[src/lfpd_pkg.sv]
// Shared types and constants for the length-framed packet deframer.
// No dependencies.
package lfpd_pkg;

  // Result status codes carried on frame_status
  typedef enum logic [1:0] {
    STATUS_OK        = 2'd0,
    STATUS_BAD_END   = 2'd1,
    STATUS_SHORT     = 2'd2
  } status_t;

  // Configuration register indexes (byte address is 4 * index)
  localparam int unsigned REG_START_MARKER = 0;
  localparam int unsigned REG_END_MARKER   = 1;

  // Marker values after reset
  localparam logic [7:0] START_MARKER_RESET = 8'hAA;
  localparam logic [7:0] END_MARKER_RESET   = 8'h55;

  // Number of held button bytes reported on each result
  localparam int unsigned HELD_FIELDS = 3;

endpackage

[src/length_framed_packet_deframer.sv]
// Top level of the length-framed packet deframer: frame parser, APB register port
// and registered result stage. Depends on lfpd_pkg.

// Byte-stream deframer. Each beat on the input channel carries one received
// byte; the block hunts for the start marker, reads a length byte, takes that
// many payload bytes (keeping the first CAPTURE_BYTES) and then a trailer byte,
// at which it emits one result beat with the frame status, the held button
// bytes and the frame length. The phase update is done between the input port
// and the result register, so a new byte is accepted every cycle while the
// result register is empty or being drained in the same cycle. Marker registers
// sit at byte addresses 0 (start) and 4 (end); the user must write them only
// while no frame byte is in flight, as the block itself does not enforce this.
module length_framed_packet_deframer
  import lfpd_pkg::*;
#(
  parameter int unsigned CAPTURE_BYTES = 3
) (
  input  logic        clk,
  input  logic        rst,
  // APB configuration port
  input  logic        psel,
  input  logic        penable,
  input  logic        pwrite,
  input  logic [2:0]  paddr,
  input  logic [31:0] pwdata,
  output logic [31:0] prdata,
  output logic        pready,
  // Byte input channel
  input  logic        in_valid,
  output logic        in_ready,
  input  logic [7:0]  rx_byte,
  // Result channel
  output logic        out_valid,
  input  logic        out_ready,
  output logic [1:0]  frame_status,
  output logic [7:0]  held_byte0,
  output logic [7:0]  held_byte1,
  output logic [7:0]  held_byte2,
  output logic [7:0]  frame_length
);

  typedef enum logic [1:0] {
    PH_HUNT = 2'd0,
    PH_LEN  = 2'd1,
    PH_DATA = 2'd2,
    PH_END  = 2'd3
  } phase_t;

  phase_t     phase;
  logic [7:0] bytes_left;
  logic [7:0] length_seen;
  logic [7:0] capture [CAPTURE_BYTES];
  logic [7:0] held    [CAPTURE_BYTES];
  logic [7:0] held_next [CAPTURE_BYTES];
  logic [7:0] held_fields [HELD_FIELDS];
  logic [7:0] start_marker;
  logic [7:0] end_marker;

  logic       in_fire;
  logic       trailer;
  logic       frame_ok;
  logic [7:0] pos;
  status_t    status_next;
  logic       cfg_write;
  logic       reg_sel;

  // Result register is free when empty or draining this cycle
  assign in_ready = !out_valid || out_ready;
  assign in_fire  = in_valid && in_ready;
  assign trailer  = in_fire && (phase == PH_END);
  assign pos      = length_seen - bytes_left;

  // Classify the trailer: bad end byte takes priority over short payload
  always_comb begin
    if (rx_byte != end_marker) begin
      status_next = STATUS_BAD_END;
    end else if (length_seen < 8'(CAPTURE_BYTES)) begin
      status_next = STATUS_SHORT;
    end else begin
      status_next = STATUS_OK;
    end
  end
  assign frame_ok = trailer && (status_next == STATUS_OK);

  // Held state after this beat, and the fields reported on the result
  genvar k;
  generate
    for (k = 0; k < CAPTURE_BYTES; k++) begin : g_held
      assign held_next[k] = frame_ok ? capture[k] : held[k];
    end
    for (k = 0; k < HELD_FIELDS; k++) begin : g_field
      if (k < CAPTURE_BYTES) begin : g_used
        assign held_fields[k] = held_next[k];
      end else begin : g_zero
        assign held_fields[k] = 8'd0;
      end
    end
  endgenerate

  // Frame parser: phase, counters and captured payload bytes
  always_ff @(posedge clk) begin
    if (rst) begin
      phase       <= PH_HUNT;
      bytes_left  <= 8'd0;
      length_seen <= 8'd0;
      for (int i = 0; i < CAPTURE_BYTES; i++) begin
        capture[i] <= 8'd0;
        held[i]    <= 8'd0;
      end
    end else if (in_fire) begin
      case (phase)
        PH_HUNT: begin
          if (rx_byte == start_marker) begin
            phase <= PH_LEN;
          end
        end
        PH_LEN: begin
          length_seen <= rx_byte;
          bytes_left  <= rx_byte;
          phase       <= (rx_byte == 8'd0) ? PH_END : PH_DATA;
        end
        PH_DATA: begin
          for (int i = 0; i < CAPTURE_BYTES; i++) begin
            if (pos == 8'(i)) begin
              capture[i] <= rx_byte;
            end
          end
          bytes_left <= bytes_left - 8'd1;
          if (bytes_left == 8'd1) begin
            phase <= PH_END;
          end
        end
        default: begin
          for (int i = 0; i < CAPTURE_BYTES; i++) begin
            held[i] <= held_next[i];
          end
          phase      <= PH_HUNT;
          bytes_left <= 8'd0;
        end
      endcase
    end
  end

  // Result register: load on trailer, drop when taken
  always_ff @(posedge clk) begin
    if (rst) begin
      out_valid <= 1'b0;
    end else if (trailer) begin
      out_valid <= 1'b1;
    end else if (out_ready) begin
      out_valid <= 1'b0;
    end
  end

  always_ff @(posedge clk) begin
    if (trailer) begin
      frame_status <= status_next;
      held_byte0   <= held_fields[0];
      held_byte1   <= held_fields[1];
      held_byte2   <= held_fields[2];
      frame_length <= length_seen;
    end
  end

  // APB register port: word index from paddr[2]
  assign pready    = 1'b1;
  assign cfg_write = psel && penable && pwrite;
  assign reg_sel   = paddr[2];

  always_ff @(posedge clk) begin
    if (rst) begin
      start_marker <= START_MARKER_RESET;
      end_marker   <= END_MARKER_RESET;
    end else if (cfg_write) begin
      if (reg_sel == 1'(REG_START_MARKER)) begin
        start_marker <= pwdata[7:0];
      end else begin
        end_marker <= pwdata[7:0];
      end
    end
  end

  always_comb begin
    if (reg_sel == 1'(REG_END_MARKER)) begin
      prdata = {24'd0, end_marker};
    end else begin
      prdata = {24'd0, start_marker};
    end
  end

  // Payload phase always has bytes still to come
  a_data_count: assert property (@(posedge clk) disable iff (rst)
    phase == PH_DATA |-> bytes_left != 8'd0)
    else $error("data phase with zero bytes left");

  // A trailer beat always produces a result on the next cycle
  a_trailer_result: assert property (@(posedge clk) disable iff (rst)
    trailer |=> out_valid && phase == PH_HUNT)
    else $error("trailer did not load a result");

  // An ok result only comes from a long enough payload
  a_ok_length: assert property (@(posedge clk) disable iff (rst)
    out_valid && frame_status == STATUS_OK |-> frame_length >= 8'(CAPTURE_BYTES))
    else $error("ok status on short payload");

  // Input is never stalled while the result register is empty
  a_ready_empty: assert property (@(posedge clk) disable iff (rst)
    !out_valid |-> in_ready)
    else $error("input stalled with empty result register");

  // Held state changes only on an ok trailer
  a_held_stable: assert property (@(posedge clk) disable iff (rst)
    !frame_ok |=> held[0] == $past(held[0]))
    else $error("held state changed without ok frame");

endmodule

[config.mk]
export PLATFORM = sky130hd
export DESIGN_NAME = length_framed_packet_deframer
export DESIGN_NICKNAME = d
export VERILOG_FILES = /design/src/lfpd_pkg.sv /design/src/length_framed_packet_deframer.sv
export SDC_FILE = /design/constraint.sdc
export NUM_CORES = 1
export LEC_CHECK = 0
export BUFFER_PORTS_ARGS = -buffer_cell sky130_fd_sc_hd__buf_2
export CAP_MARGIN = 40
export CORE_MARGIN = 1
export CORE_UTILIZATION = 30
export CTS_CLUSTER_DIAMETER = 50
export DETAILED_ROUTE_END_ITERATION = 7
export PLACE_DENSITY = 0.53
export SKIP_LAST_GASP = 1
export SLEW_MARGIN = 15
export SYNTH_ARGS = -nofsm -noshare
export SYNTH_HDL_FRONTEND = slang
export SYNTH_SLANG_ARGS = --single-unit
[constraint.sdc]
create_clock -name clk -period 3.8 [get_ports clk]
set_input_delay 0.19 -clock clk [delete_from_list [all_inputs] [get_ports clk]]
set_output_delay 0.19 -clock clk [all_outputs]
set_load 0.1 [all_outputs]
Word level (Yosys, flattened, before mapping):

Memory sizes are Yosys's and may differ from the RTL's.
Cells that the tools add are included.

* input port bits: 50
* memories: 2
* bits in writable memories: 48
* output and inout port bits: 69
* latch bits: 0
* logic and storage cells: 92
* ROM bits: 0
* register bits after elaboration: 69

Memory list
* capture: words 3, bits a word 8, rd ports 3, clocked after Yosys merged registers in 0, write ports 3, RTL line length_framed_packet_deframer.sv:52 `logic [7:0] capture [CAPTURE_BYTES];`
* held: words 3, bits a word 8, rd ports 3, clocked after Yosys merged registers in 0, write ports 3, RTL line length_framed_packet_deframer.sv:53 `logic [7:0] held [CAPTURE_BYTES];`

* order comparisons: 1
* bitwise operators: 8
* add/sub/neg operators: 2
* reductions and logical operators: 18
* equal/unequal tests: 10
* muxes and demuxes: 40
* multipliers: 0
* div/mod/pow operators: 0
* shifts and indexed selects: 0

Operator list (number)
* 2-to-1 mux 8 bit: 10
* 2-to-1 mux 1 bit: 24
* one-hot mux 8 bit (3 select lines): 1
* equality test 8 x 1 -> 1 bit, second input constant: 2
* logical NOT 8 bit: 2
* equality test 8 x 2 -> 1 bit, second input constant: 1
* equality test 8 bit: 1
* less-than comparator 8 x 2 -> 1 bit, second input constant: 1
* 2-to-1 mux 2 bit: 4
* inequality test 8 bit: 1
* AND reduction 2 bit: 4
* subtractor 8 x 1 -> 8 bit, second input constant: 1
* subtractor 8 bit: 1
* OR 1 bit: 6
* one-hot mux 2 bit (3 select lines): 1
* logical AND 1 bit: 5
* equality test 2 bit, second input constant: 2
* logical NOT 2 bit: 2
* inequality test 2 bit, second input constant: 2
* AND reduction 3 bit: 1
* OR reduction 3 bit: 1
* equality test 2 x 1 -> 1 bit, second input constant: 1
* inverter 1 bit: 2
* nonzero test 2 bit: 1
* 2 further kinds: 2

Logic depth before layout (Yosys ltp):

Gate-level depths: netlist (run 1).

* word-level depth: 8
* depth in mapped cells: 10
* mapped depth without buffers: 8

Worst setup path before layout (run 1):

Ideal clock, no wire load.

* path type: register to register
* start: register out_valid
* end: memory held[1][2] (netlist: held[0][10]) (data pin)
* setup time: 266 ps
* arrival time: 3260 ps
* period minus slack after synthesis: 3526 ps
* required time: 3534 ps
* stages on the path, launching flop included: 11
* path slack: 274 ps
* buffers on the path: 3
* cell sequence: dfxtp_1 > nand2b_4 > and2_1 > buf_2 > nand2_1 > inv_1 > o2111a_1 > buf_6 > buf_12 > mux2_4 > nor2b_1

RTL lines
* start: declaration: RTL line length_framed_packet_deframer.sv:33 `output logic out_valid,`
* start signal: assignment: RTL line length_framed_packet_deframer.sv:147 `out_valid <= 1'b0;`
* start signal: assignment: RTL line length_framed_packet_deframer.sv:149 `out_valid <= 1'b1;`
* start signal: assignment: RTL line length_framed_packet_deframer.sv:151 `out_valid <= 1'b0;`
* end: declaration: RTL line length_framed_packet_deframer.sv:53

==> impl_results.rst, run 1 <==
.. list-table::
   :header-rows: 1

   * - Metric
     - Value
   * - Buffer depth of the longest clock path
     - 2
   * - Sequential power share
     - 0.429
   * - X dimension of the die
     - 139 um
   * - Total of endpoints with negative setup slack in the final report
     - 0
   * - Result of the run
     - complete, but fails checks
   * - Met1 Track Usage GR
     - 0.171
   * - Sum Neg Setup Slack
     - 0 ns
   * - Distinct cell type count after synthesis
     - 50
   * - Final HPWL from detailed placement
     - 8580 um
   * - Beginning of the worst hold path
     - pwdata[2]
   * - Violated checks
     - design-rule violations
   * - Gate count after technology mapping
     - 466
   * - Net switching component of the power
     - 0.787 mW
   * - Predominant post-synthesis flop cell
     - sky130_fd_sc_hd__edfxtp_1
   * - Fmax
     - ~340 MHz
   * - Fraction of power spent switching nets
     - 0.243
   * - Worst slew margin
     - 0.589
   * - Share of the yosys chip area belonging to registers
     - 0.562
   * - Antenna violations before repair
     - 0
   * - Fill cell count
     - between 1.5k and 2k
   * - Commonest cells in the synthesized netlist
     - sky130_fd_sc_hd__edfxtp_1, sky130_fd_sc_hd__nand2_1, sky130_fd_sc_hd__dfxtp_1
   * - H-tree depth
     - 4
   * - Kind of critical path
     - reg -> reg
   * - Startpoint Class
     - flip-flop
   * - Internal power
     - roughly 2.5 mW
   * - Final worst clock skew
     - 0.0118 ns
   * - IO Count
     - 119
   * - Proportion of layout cells with a drive suffix above 1
     - 0.258
   * - Worst hold path stage count
     - 3
   * - Areal power density over the cells
     - just under 500 mW/mm^2
   * - Buffers added on ports
     - 67
   * - Chip height
     - ~140 um
   * - Antenna diode count
     - 0
   * - Critical Path Sink Type
     - flip-flop
   * - Area of the mapped netlist
     - 0.00563 sq mm
   * - Multi-input logic area
     - 0.00217 sq mm
   * - Largest area contributor in the netlist
     - sky130_fd_sc_hd__edfxtp_1
   * - CP Data Required Time
     - roughly 4 ns
   * - Clock tree from TritonCTS
     - done
   * - Class of the most critical hold timing path
     - in -> reg
   * - Number of non-filler instances in the completed layout
     - 780
   * - Total setup buffers inserted after CTS
     - 0
   * - # DRC
     - 5
   * - Shortest period the worst path allows
     - 2.92 ns
   * - P&R area growth vs syn
     - 18.8%
   * - Critical R2R Launch
     - bytes_left[0]
   * - Number of slew-limit violations in the final report
     - 0
   * - Static leakage power
     - 2.67 nW
   * - Count of final hold-check violations
     - 0
   * - Vias in the first global route
     - around 3.7k
   * - VDD IR max
     - 276 uV
   * - Max-cap check violation count
     - 0
   * - Drt pass-1 iters
     - 8
   * - Clk slew on worst S/H paths
     - about 0.05 ns
   * - PnR Total Power
     - 3.24 mW
   * - Area of the core
     - 0.0182 sq mm
   * - CTS buffer count
     - 17
   * - Initial core utilization
     - 0.309
   * - Vias per std cell
     - between 4 and 5
   * - WL final
     - 12500 um
   * - First DRT Iteration DRCs
     - 179
   * - Portion of the clock cycle consumed by the worst path in the final layout
     - 0.768
   * - Destination of the worst register-to-register timing path
     - capture[0][19]
   * - Share of async-settable or async-resettable flops after synthesis
     - 0
   * - DRT antenna net count
     - 0
   * - Routing usage on met2
     - 0.222
   * - Routed vias
     - 3625
   * - Number of synthesized flops with an enable pin
     - 82
   * - Sum of overflow across all layers after global routing
     - 0
   * - Placement Rows
     - 49
   * - Total track usage
     - 0.137
   * - Global-route wire length before repair
     - 20100 um
   * - Share of total power in combinational logic
     - 0.084
   * - Cts hold-fix bufs
     - 0
   * - Met3 global-route usage
     - 0.0373
   * - Most used routing layer
     - met2
   * - Number of warnings printed during yosys synthesis
     - 0
   * - Number of storage elements in the synthesis netlist
     - 117
   * - Clock Latency Late Sink
     - 0.41 ns
   * - Maximum number of pins on one net before global-route repair
     - 35
   * - Resized Gates After CTS
     - 0
   * - Register-to-Register Setup Slack
     - a little under 0.9 ns
   * - Register Area
     - ~0.0032 sq mm
   * - Buffer type at the clock tree root
     - sky130_fd_sc_hd__clkbuf_16
   * - Post-layout net count
     - 605
   * - Drt wl/cell
     - about 16 um
   * - Area share of the largest cell type after synthesis
     - 0.437
   * - Clock sink count
     - 117
   * - Proportion of power drawn by the clock network
     - 0.487
   * - Gp weighted congestion
     - 0.869
   * - Worst hold path endpoint
     - end_marker[2]
   * - Total die area
     - 0.0193 sq mm
   * - Average cell area after synthesis
     - ~12 sq um
   * - Data arrival time of the critical path
     - 3.03 ns
   * - Maximum fanout along the worst path
     - 11
   * - Dpl cells
     - 749
   * - Transition at the pin with the smallest max-transition slack
     - 0.614 ns
   * - Library cell with the highest instance count after synthesis
     - sky130_fd_sc_hd__edfxtp_1
   * - Setup repair after global routing missed its margin
     - no
   * - Cells taking the most area after synthesis
     - sky130_fd_sc_hd__edfxtp_1, sky130_fd_sc_hd__dfxtp_1, sky130_fd_sc_hd__mux2_4
   * - Worst Reg2Reg Path Length in Cells
     - 8
==> logic make-up after synthesis <==
family / Yosys count / synth area share
adder cells (fa/ha/maj): 16 / 0.0369
multiplexers: 48 / 0.106
buffers and inverters: 64 / 0.0686
AND/OR/NAND/NOR: 146 / 0.131
other: 2 / 0.00133
AO/OA/AOI/OAI: 49 / 0.0571
flip-flops: 117 / 0.562
XOR/XNOR: 24 / 0.0373
==> flip-flops by register name, summed over array words and instances, names as in the netlist <==
signal / cells
held: 24
held_byte1: 8
phase: 2
frame_status: 2
capture: 24
frame_length: 8
held_byte2: 8
out_valid: 1
length_seen: 8
held_byte0: 8
start_marker: 8
bytes_left: 8
end_marker: 8
==> power groups by stage <==
stage               registers, mW  clock network [mW]  logic (mW)
finish                       1.39                1.58       0.274
global placement             1.42                   0       0.273
global route                 1.39                1.68       0.286
detailed placement           1.42                   0       0.275
floorplan                    1.41                   0       0.246
CTS                          1.39                1.61       0.276
==> area by class of cell <==
type,count,area share
flip-flops and latches,117,0.473
multi-input cells,308,0.324
clock buffers,18,0.0641
repair buffers,77,0.0625
well taps,229,0.0428
clock inverters,13,0.0237
inverters,18,0.0101
==> cells in the final DEF (no fill, tap or decap), types with 18 or more instances in the layout <==
master,count
sky130_fd_sc_hd__buf_2,67
sky130_fd_sc_hd__nor2b_1,24
sky130_fd_sc_hd__dfxtp_1,35
sky130_fd_sc_hd__a21oi_1,18
sky130_fd_sc_hd__conb_1,25
sky130_fd_sc_hd__nor2_1,30
sky130_fd_sc_hd__edfxtp_1,82
sky130_fd_sc_hd__nand2_1,41
sky130_fd_sc_hd__mux2_4,20
==> per-stage QoR <==
step | util | worst slack [ns] | hold WS (ns) | instance area, sq um
after floorplan | - | 0.274 | 0.312 | 5720
after global placement | 0.334 | 0.955 | 0.416 | 6070
after detailed placement | 0.335 | 0.911 | 0.433 | 6100
after CTS | 0.367 | 0.898 | 0.00441 | 6690
after global routing | 0.367 | 0.714 | 0.00858 | 6690
final | 0.367 | 0.883 | 0.0158 | 6690
==> metal layers <==
layer  share of wire  routed length (um)
met5               0                   0
met4           0.017                 212
met3           0.057                 711
met2            0.47                5860
met1            0.45                5660
==> critical path: stages (launching register included) <==
cell and delay, ns:
sky130_fd_sc_hd__dfxtp_1 0.42, sky130_fd_sc_hd__ha_1 0.27, sky130_fd_sc_hd__fa_1 0.39, sky130_fd_sc_hd__nand2b_1 0.16
sky130_fd_sc_hd__a21oi_1 0.17, sky130_fd_sc_hd__xor2_1 0.09, sky130_fd_sc_hd__or4_4 0.51, sky130_fd_sc_hd__o41ai_1 0.37
sky130_fd_sc_hd__buf_4 0.23
==> worst max path at each step <==
stage	start	endpoint	slack, ns	cells after the start
5_1_grt	bytes_left[1]	capture[0][19]	0.71	7
3_5_place_dp	bytes_left[0]	capture[0][3]	0.91	7
3_3_place_gp	bytes_left[0]	capture[0][1]	0.95	7
2_1_floorplan	out_valid	held[0][10]	0.27	10
4_1_cts	bytes_left[0]	capture[0][19]	0.90	7
6_report	bytes_left[0]	capture[0][19]	0.88	8
Power figures use the tool's default switching activity.
==> run 2, diff against run 1 <==
PLACE_DENSITY = 0.55   (was 0.53)
clock period = 2.35 ns   (was 3.8 ns; I/O delays follow)
==> run 2 against run 1 <==
The flow finishes with violations (design-rule violations, negative setup slack). Maximum frequency increased by 14%. Core utilization up 3.6 points. Clock skew up 0.0018 ns. Final area is 9.9% higher. Hold slack better by 0.094 ns. Highest routed layer unchanged. First-iteration DRC count rose by 8.4%. Count of clock-buffer cells in the layout down 1. Largest power group unchanged. Sequential share of layout area fell by 4.2 points. Global-route usage is 0.99 points higher. Critical path depth rose by 1. Critical endpoint is now capture[0][7]. Cell count rose by 6.2%. Clock power rose by 67%.
==> impl_results.rst, run 2 (synthesis gave the netlist of run 1 again) <==
.. list-table::
   :header-rows: 1

   * - Metric
     - Value
   * - Result of the run
     - complete, but fails checks
   * - Violated checks
     - design-rule violations, negative setup slack
   * - Proportion of layout cells with a drive suffix above 1
     - 0.347 (+0.0895)
   * - Initial core utilization
     - 0.309 (unchanged)
   * - Antenna diode count
     - 0 (unchanged)
   * - Register Area
     - 0.00317 sq mm (+0.24%)
   * - Antenna violations before repair
     - 0 (unchanged)
   * - X dimension of the die
     - 139 um (unchanged)
   * - Dpl cells
     - 783 (+4.5%)
   * - Maximum number of pins on one net before global-route repair
     - 35 (unchanged)
   * - Vias in the first global route
     - 3867 (+5.4%)
   * - Portion of the clock cycle consumed by the worst path in the final layout
     - 1.09 (+0.323)
   * - Number of non-filler instances in the completed layout
     - 828 (+6.2%)
   * - Areal power density over the cells
     - 731 mW/mm^2 (+51%)
   * - First DRT Iteration DRCs
     - 194 (+8.4%)
   * - Global-route wire length before repair
     - 21200 um (+5.6%)
   * - Largest registers
     - capture (24), held (24)
   * - Drt pass-1 iters
     - 8 (unchanged)
   * - Core occupancy in the finished layout
     - 0.404 (+0.0365)
   * - Post-placement worst setup slack
     - -0.421 ns (-1.33 ns)
   * - Placement Rows
     - 49 (unchanged)
   * - Count of final hold-check violations
     - 0 (unchanged)
   * - Area of the core
     - 0.0182 sq mm (unchanged)
   * - P&R area growth vs syn
     - 30.6%
   * - Class of the most critical hold timing path
     - in -> reg
   * - Critical Path Sink Type
     - flip-flop
   * - Post-layout net count
     - 653 (+7.9%)
   * - Buffer depth of the longest clock path
     - 2 (unchanged)
   * - Data arrival time of the critical path
     - 2.69 ns (-0.34 ns)
   * - Worst slew margin
     - 0.576 (-0.0135)
   * - Clock tree from TritonCTS
     - done
   * - Multi-input logic area
     - 0.00240 sq mm (+11%)
   * - Beginning of the worst hold path
     - rx_byte[0]
   * - Chip height
     - 139 um (unchanged)
   * - Transition at the pin with the smallest max-transition slack
     - 0.634 ns (+0.0202 ns)
   * - PnR Total Power
     - 5.38 mW (+66%)
   * - IO Count
     - 119 (unchanged)
   * - Maximum fanout along the worst path
     - 8 (-3)
   * - Kind of critical path
     - reg -> reg
   * - Sum of overflow across all layers after global routing
     - 0 (unchanged)
   * - Startpoint Class
     - flip-flop
   * - Buffers added on ports
     - 67 (unchanged)
   * - Cell-by-cell trace of the critical path
     - inv_2 -> ha_4 -> fa_2 -> nand2b_4 -> a21oi_4 -> xor2_2 -> or4_4 -> o41ai_4 -> buf_6
   * - Final worst clock skew
     - 0.0136 ns (+0.00183 ns)
   * - Routed vias
     - 3869 (+6.7%)
   * - Critical Path Max Stage Delay
     - 0.50 ns (about the same)
   * - Shortest period the worst path allows
     - 2.56 ns (-0.355 ns)
   * - Clock sink count
     - 117 (unchanged)
   * - Total die area
     - 0.0193 sq mm (unchanged)
   * - WL final
     - 13500 um (+8.2%)
   * - Final HPWL from detailed placement
     - 9380 um (+9.4%)
   * - Max-cap check violation count
     - 0 (unchanged)
   * - Highest-count cells in the layout ignoring fill and taps
     - sky130_fd_sc_hd__edfxtp_1, sky130_fd_sc_hd__buf_2, sky130_fd_sc_hd__nand2_1, sky130_fd_sc_hd__buf_4, sky130_fd_sc_hd__dfxtp_1
   * - Setup repair after global routing missed its margin
     - yes
   * - Worst setup path start
     - length_seen[0]
   * - Critical R2R Launch
     - length_seen[0]
   * - DRT antenna net count
     - 0 (unchanged)
   * - Total of endpoints with negative setup slack in the final report
     - 42 (+42)
   * - Routing usage on met2
     - 0.234 (+0.0120)
   * - H-tree depth
     - 4 (unchanged)
   * - Placed cell area
     - 0.00647 sq mm (+6.0%)
   * - Fill cell count
     - 1723 (-1.8%)
   * - Post-Layout Inst Area
     - 0.00736 sq mm (+9.9%)
   * - Number of slew-limit violations in the final report
     - 0 (unchanged)
   * - CP Data Required Time
     - 2.48 ns (-1.43 ns)
   * - Most used routing layer
     - met2
   * - Fmax
     - 390 MHz (+14%)
   * - Worst-path cell with the longest stage delay
     - sky130_fd_sc_hd__or4_4
   * - Most common cell after layout, fill and taps aside
     - sky130_fd_sc_hd__edfxtp_1
   * - Sum Neg Setup Slack
     - -6.52 ns (-6.52 ns)
   * - Drt wl/cell
     - 16.3 um (+2.0%)
   * - # DRC
     - 2 (-3)
   * - Slack of the critical path
     - -0.212 ns (-1.10 ns)
   * - Met1 Track Usage GR
     - 0.183 (+0.0127)
   * - Buffer type at the clock tree root
     - sky130_fd_sc_hd__clkbuf_16
   * - CTS buffer count
     - 17 (unchanged)
   * - Met3 global-route usage
     - 0.0404 (+0.00311)
   * - VDD IR max
     - 508 uV (+84%)
   * - Total track usage
     - 0.146 (+0.00991)
   * - Clock Latency Late Sink
     - 0.42 ns (about the same)
   * - Worst hold-check slack
     - 0.110 ns (+0.0943 ns)
   * - Static leakage power
     - 2.94 nW (+10%)
   * - Clk slew on worst S/H paths
     - 0.06 ns (about the same)
   * - Vias per std cell
     - 4.67 (+0.54%)
   * - Gp weighted congestion
     - 0.852 (-2.0%)
[run 2: cell types whose count changed in the layout (fill, tap and decap cells not counted), sizes merged, moves of 2 or more]
cell	before	now
dlygate4sd3	0	9
buf	77	115
inv	18	20
clkinv	9	7
[run 2: where the power goes]
part	switching, mW	internal (mW)
clock	0.975	1.67
sequential	0.0177	2.23
combinational	0.374	0.112
[run 2: critical path: cells and delay by family, from the launching register on]
family | cells | cell delay, ns
fa+ha+maj | 2 | 0.49
xor+xnor | 1 | 0.10
compound gates | 2 | 0.43
flops | 1 | 0.33
simple gates | 2 | 0.66
buf+inv | 2 | 0.24
[run 2: repair_timing]
action,CTS,global route
hold buffers,9,0
pin swaps,7,3
cloned,1,0
setup buffers,3,1
endpoints found under the hold margin,17,0
endpoints found under the setup margin,48,49
resized for setup,23,4
[run 2: cell type report]
cell class,count,share of cell area
flip-flops and latches,117,0.431
well taps,229,0.0390
clock inverters,14,0.0238
clock buffers,17,0.0578
repair buffers,124,0.113
inverters,18,0.00970
multi-input cells,309,0.326
[run 2: path summary, 6_finish.rpt]
check / cells after the start / endpoint / slack [ns]
max: 9 / capture[0][7] / -0.21
min: 3 / length_seen[0] / 0.11
max reg2reg: 9 / capture[0][7] / -0.21
min reg2reg: 2 / end_marker[7] / 0.48
[run 2: per-layer routing]
layer	part of all wire	wire, um
met5	0	0
met4	0.014	185
met3	0.048	641
met2	0.48	6460
met1	0.46	6190
